[src/rtl/generation_checked_handle_table_core_assert.svh]
// Assertion helpers for the handle table core.
`ifndef GENERATION_CHECKED_HANDLE_TABLE_CORE_ASSERT_SVH
`define GENERATION_CHECKED_HANDLE_TABLE_CORE_ASSERT_SVH

// Same-cycle implication, disabled while reset is low.
`define GHTC_ASSERT_NOW(label, clk, rst_n, ante, cons) \
    label: assert property (@(posedge clk) disable iff (!(rst_n)) (ante) |-> (cons)) \
        else $error("handle table check failed");

// Next-cycle implication, disabled while reset is low.
`define GHTC_ASSERT_NEXT(label, clk, rst_n, ante, cons) \
    label: assert property (@(posedge clk) disable iff (!(rst_n)) (ante) |=> (cons)) \
        else $error("handle table check failed");

`endif

[src/rtl/ghtc_pkg.sv]
`timescale 1ns / 1ps
`default_nettype none

package ghtc_pkg;

    localparam int REF_W  = 24;
    localparam int TAG_W  = 32;
    localparam int REQ_W  = 2;
    localparam int STAT_W = 2;

    localparam int SLOTS_DEF   = 256;
    localparam int ID_BITS_DEF = 16;

    typedef enum logic [REQ_W-1:0] {
        REQ_REGISTER   = 2'd0,
        REQ_UNREGISTER = 2'd1,
        REQ_RESOLVE    = 2'd2
    } t_req;

    typedef enum logic [STAT_W-1:0] {
        ST_OK    = 2'd0,
        ST_STALE = 2'd1,
        ST_FULL  = 2'd2
    } t_status;

    typedef enum logic {
        S_IDLE = 1'b0,
        S_EXEC = 1'b1
    } t_state;

    typedef struct packed {
        logic [REQ_W-1:0] req_type;
        logic [REF_W-1:0] ref_in;
        logic [TAG_W-1:0] object_tag;
    } t_req_beat;

endpackage

`default_nettype wire

[src/rtl/ghtc_free_enc.sv]
`timescale 1ns / 1ps
`default_nettype none

// Lowest-free-slot finder: binary reduction tree, result registered.
module ghtc_free_enc import ghtc_pkg::*; #(
    parameter int SLOTS = SLOTS_DEF
) (
    input  wire logic                     i_clk,
    input  wire logic                     i_rst_n,
    input  wire logic [SLOTS-1:0]         i_used,
    output      logic                     o_full,
    output      logic [$clog2(SLOTS)-1:0] o_idx
);

    localparam int IDX_W = $clog2(SLOTS);
    localparam int P     = 1 << IDX_W;

    logic [P-1:0]     w_used_pad;
    logic             lv_found [0:IDX_W][0:P-1];
    logic [IDX_W-1:0] lv_idx   [0:IDX_W][0:P-1];

    // slots past the end count as used
    assign w_used_pad = P'(i_used) | ~(P'({SLOTS{1'b1}}));

    always_comb begin
        for (int j = 0; j < P; j++) begin
            lv_found[0][j] = ~w_used_pad[j];
            lv_idx[0][j]   = IDX_W'(j);
        end
        for (int l = 0; l < IDX_W; l++) begin
            for (int j = 0; j < P; j++) begin
                if (j < (P >> (l + 1))) begin
                    lv_found[l+1][j] = lv_found[l][2*j] | lv_found[l][2*j+1];
                    lv_idx[l+1][j]   = lv_found[l][2*j] ? lv_idx[l][2*j] : lv_idx[l][2*j+1];
                end else begin
                    lv_found[l+1][j] = 1'b0;
                    lv_idx[l+1][j]   = '0;
                end
            end
        end
    end

    always_ff @(posedge i_clk) begin
        if (!i_rst_n) begin
            o_full <= 1'b0;
            o_idx  <= '0;
        end else begin
            o_full <= ~lv_found[IDX_W][0];
            o_idx  <= lv_idx[IDX_W][0];
        end
    end

endmodule

`default_nettype wire
[config.mk]
export PLATFORM = sky130hd
export DESIGN_NAME = ghtc_free_enc
export DESIGN_NICKNAME = d
export VERILOG_FILES = /design/src/rtl/generation_checked_handle_table_core_assert.svh /design/src/rtl/ghtc_pkg.sv /design/src/rtl/ghtc_free_enc.sv
export SDC_FILE = /design/constraint.sdc
export NUM_CORES = 1
export LEC_CHECK = 0
export BUFFER_PORTS_ARGS = -buffer_cell sky130_fd_sc_hd__buf_2
export CAP_MARGIN = 20
export CORE_AREA = 4 4 102 104
export CTS_BUF_LIST = sky130_fd_sc_hd__clkbuf_16
export DETAILED_ROUTE_END_ITERATION = 6
export DIE_AREA = 0 0 106 108
export PLACE_DENSITY_LB_ADDON = 0.12
export SYNTH_ARGS = -nofsm -noshare
export SYNTH_HDL_FRONTEND = slang
export SYNTH_SLANG_ARGS = --single-unit
export TNS_END_PERCENT = 1
[constraint.sdc]
create_clock -name i_clk -period 1.91 [get_ports i_clk]
set_input_delay 0.2865 -clock i_clk [delete_from_list [all_inputs] [get_ports i_clk]]
set_output_delay 0.2865 -clock i_clk [all_outputs]
set_load 0.02 [all_outputs]
==> impl_metrics.yaml <==
outcome:
  outcome: "complete, no violations"
logic_synthesis:
  synth.net_count: 771
  synthTopCellsByCount: "nand2_1 (79), nand4_1 (60), inv_1 (55)"
  synth-simple-area-share: 0.4643
  synth_flop_cell: "dfxtp_1"
  synth_compound_area_frac: 0.4117
  yosysWarnings: 0
  yosysTopAreaCellShare: 0.1204
  synth_fa_ha_area_frac: 0
  synthMuxAreaShare: 0
  syn_area_mm2: 0.003118
  syn_inst: 513
  yosys-top-cells-area: "nand4_1 (12%), nand2_1 (9.5%), o21ai_0 (8.3%)"
  synth_top_family_by_area: "simple AND/OR/NAND/NOR gates"
  synth-xor-area-share: 0
  synth.most_common_cell: "nand2_1"
  synth_edf_count: 0
  synth-seq-cells: 9
  synthArstFlopShare: 0
  synth.distinct_cells: 54
  synth_top_cell_by_area: "nand4_1"
  avgSynthCellArea_um2: 6.078
  ys_seq_area_frac: 0.05778
routing:
  drtAntennaViolNets: 0
  wl_per_cell_um: 13.74
  drt_iter0_markers: 218
  wl_um: 13590
  drc: 0
  routed_via_density: 5.293
  dr.pass1.iters: 5
  vias: 5235
global_route:
  grt_max_degree: 9
  grt_pass1_wl_um: 20910
  grt_overflow: 0
  grt_usage: 0.2158
  grt_antenna_before_repair: 0
  grt_pass1_vias: 4968
timing:
  tightest_slew_ns: 0.4225
  slew_viol_final: 0
  finalWorstSetupSlack_ns: 0.1076
  max_freq_mhz: 554.8
  post-route-period-util: 0.9437
  max_slew_margin: 0.7164
  period_minus_slack_ns: 1.802
  setup_viol: 0
  fin_worst_hold_slack_ns: 0.3318
  final_hold_viol_count: 0
power:
  powerDensity_mw_per_mm2: 237.9
  p_leak_nw: 2.569
  power.share.clock: 0.290
  p_int_w: 0.0008183
  ir_drop_mv: 0.2220
  sw_frac_of_total: 0.3485
  p_comb_frac: 0.557
  pwr-share-seq: 0.153
  power_switching_w: 0.0004376
  power.total_w: 0.001256
place:
  place.gp.congestion: 0.9022
  pre_cts_ws_ns: -0.1533
  dpl_cell_area_mm2: 0.005156
  port_buffers: 266
  dp_cells: 984
  dp_hpwl_um: 12330
critical_path:
  cp_max_fo: 3
  end_kind: "flip-flop"
  crit_required_ns: 2.01
  arrival_ns: 1.91
  cp-start-kind: "primary input"
  path_class: "primary input to flip-flop"
floorplan:
  die-area_mm2: 0.01145
  io_pins: 267
  dieWidth_um: 106
  core-area_mm2: 0.009549
  num_rows: 36
  die_y_um: 108
  start_util: 0.3265
clock_tree:
  cts_num_sinks: 9
  clockRootBuffer: "clkbuf_16"
  clk_pin_slew_ns: 0.04
  numCtsBuffers: 3
  cts_max_level: 1
  cts_tree: "done"
  holdBufCountCts: 0
  cts_buffer_depth: 2
cells_and_area:
  nets: 1115
  antenna_cells: 0
  area_delta_synth_final_pct: 69.30
  multiInputGateArea_mm2: 0.002768
  ff_latch_area_um2: 180.2
  drive_above_1_share: 0.4287
  stdcell_count: 989
  finish.instance_area_mm2: 0.005279
  nFillCells: 1013
run:
  cap_violations: 0
min_path:
  holdCritPathClass: "primary input to flip-flop"
[critical path: stages]
cell and delay, ns:
buf_2 0.10, nand4_1 0.15, or2_2 0.33, or3_1 0.41, o2111ai_1 0.12, a22oi_1 0.14
o221ai_2 0.24, a31oi_1 0.11
[power groups by stage]
stage                     clock [W]  sequential (W)  combinational [W]
after detailed placement          0        0.000195           0.000693
final                      0.000364        0.000192           0.000700
after CTS                  0.000368        0.000192           0.000697
after floorplan                   0        0.000198           0.000210
after global placement            0        0.000195           0.000673
after global routing       0.000380        0.000192           0.000779
[cells in the final DEF (no fill, tap or decap), types with 6 or more instances in the layout]
cell type / count
a21boi_0: 15
a21oi_1: 26
a311oi_1: 10
a31oi_1: 25
buf_2: 266
buf_4: 73
dfxtp_1: 9
inv_1: 56
nand2_1: 78
nand2b_1: 18
nand3_1: 21
nand4_1: 60
nor2_1: 30
nor2b_1: 7
o2111ai_1: 6
o211ai_1: 16
o21ai_0: 52
o21bai_1: 6
o221ai_1: 6
[routing by layer]
layer  wire length (um)  up-vias  global-route usage
li1                   -     2700                   -
met1               5362     2346              0.2410
met2               7188      181              0.4317
met3                931        8             0.03821
met4                104        0             0.03238
met5                  0        -                   0
[registers in the layout, summed over array words and instances (netlist names)]
name and count:
o_idx 8, o_full 1
[layout make-up]
type                    instances  area share
flip-flops and latches          9     0.03413
clock inverters                 1   0.0007111
repair buffers                339      0.3560
well taps                     133     0.03152
inverters                      55     0.03911
multi-input cells             449      0.5243
clock buffers                   3     0.01422
[worst paths after layout]
check,start,to,slack [ns],depth (start not counted)
max,i_used[151],o_idx[0]$_SDFF_PN0_,0.11,8
min,i_rst_n,o_idx[7]$_SDFF_PN0_,0.33,3
[metrics by stage]
| stage | setup TNS [ns] | util |
|---|---|---|
| global placement | -0.3406 | 0.5400 |
| global route | -0.02397 | 0.5528 |
| CTS | 0 | 0.5482 |
| detailed placement | -0.4711 | 0.5400 |
| finish | 0 | 0.5528 |
| floorplan | 0 | - |
[kinds of logic after synthesis]
family                 count (synthesis)
AO/OA/AOI/OAI                        192
buffers and inverters                 55
flip-flops                             9
AND/OR/NAND/NOR                      257
[timing repair]
action / 4_1_cts / 5_1_grt
endpoints found under the hold margin: 0 / 0
gates resized for setup: 0 / 7
buffers inserted: 0 / 1
endpoints found under the setup margin: 0 / 2
Power figures use the tool's default switching activity.
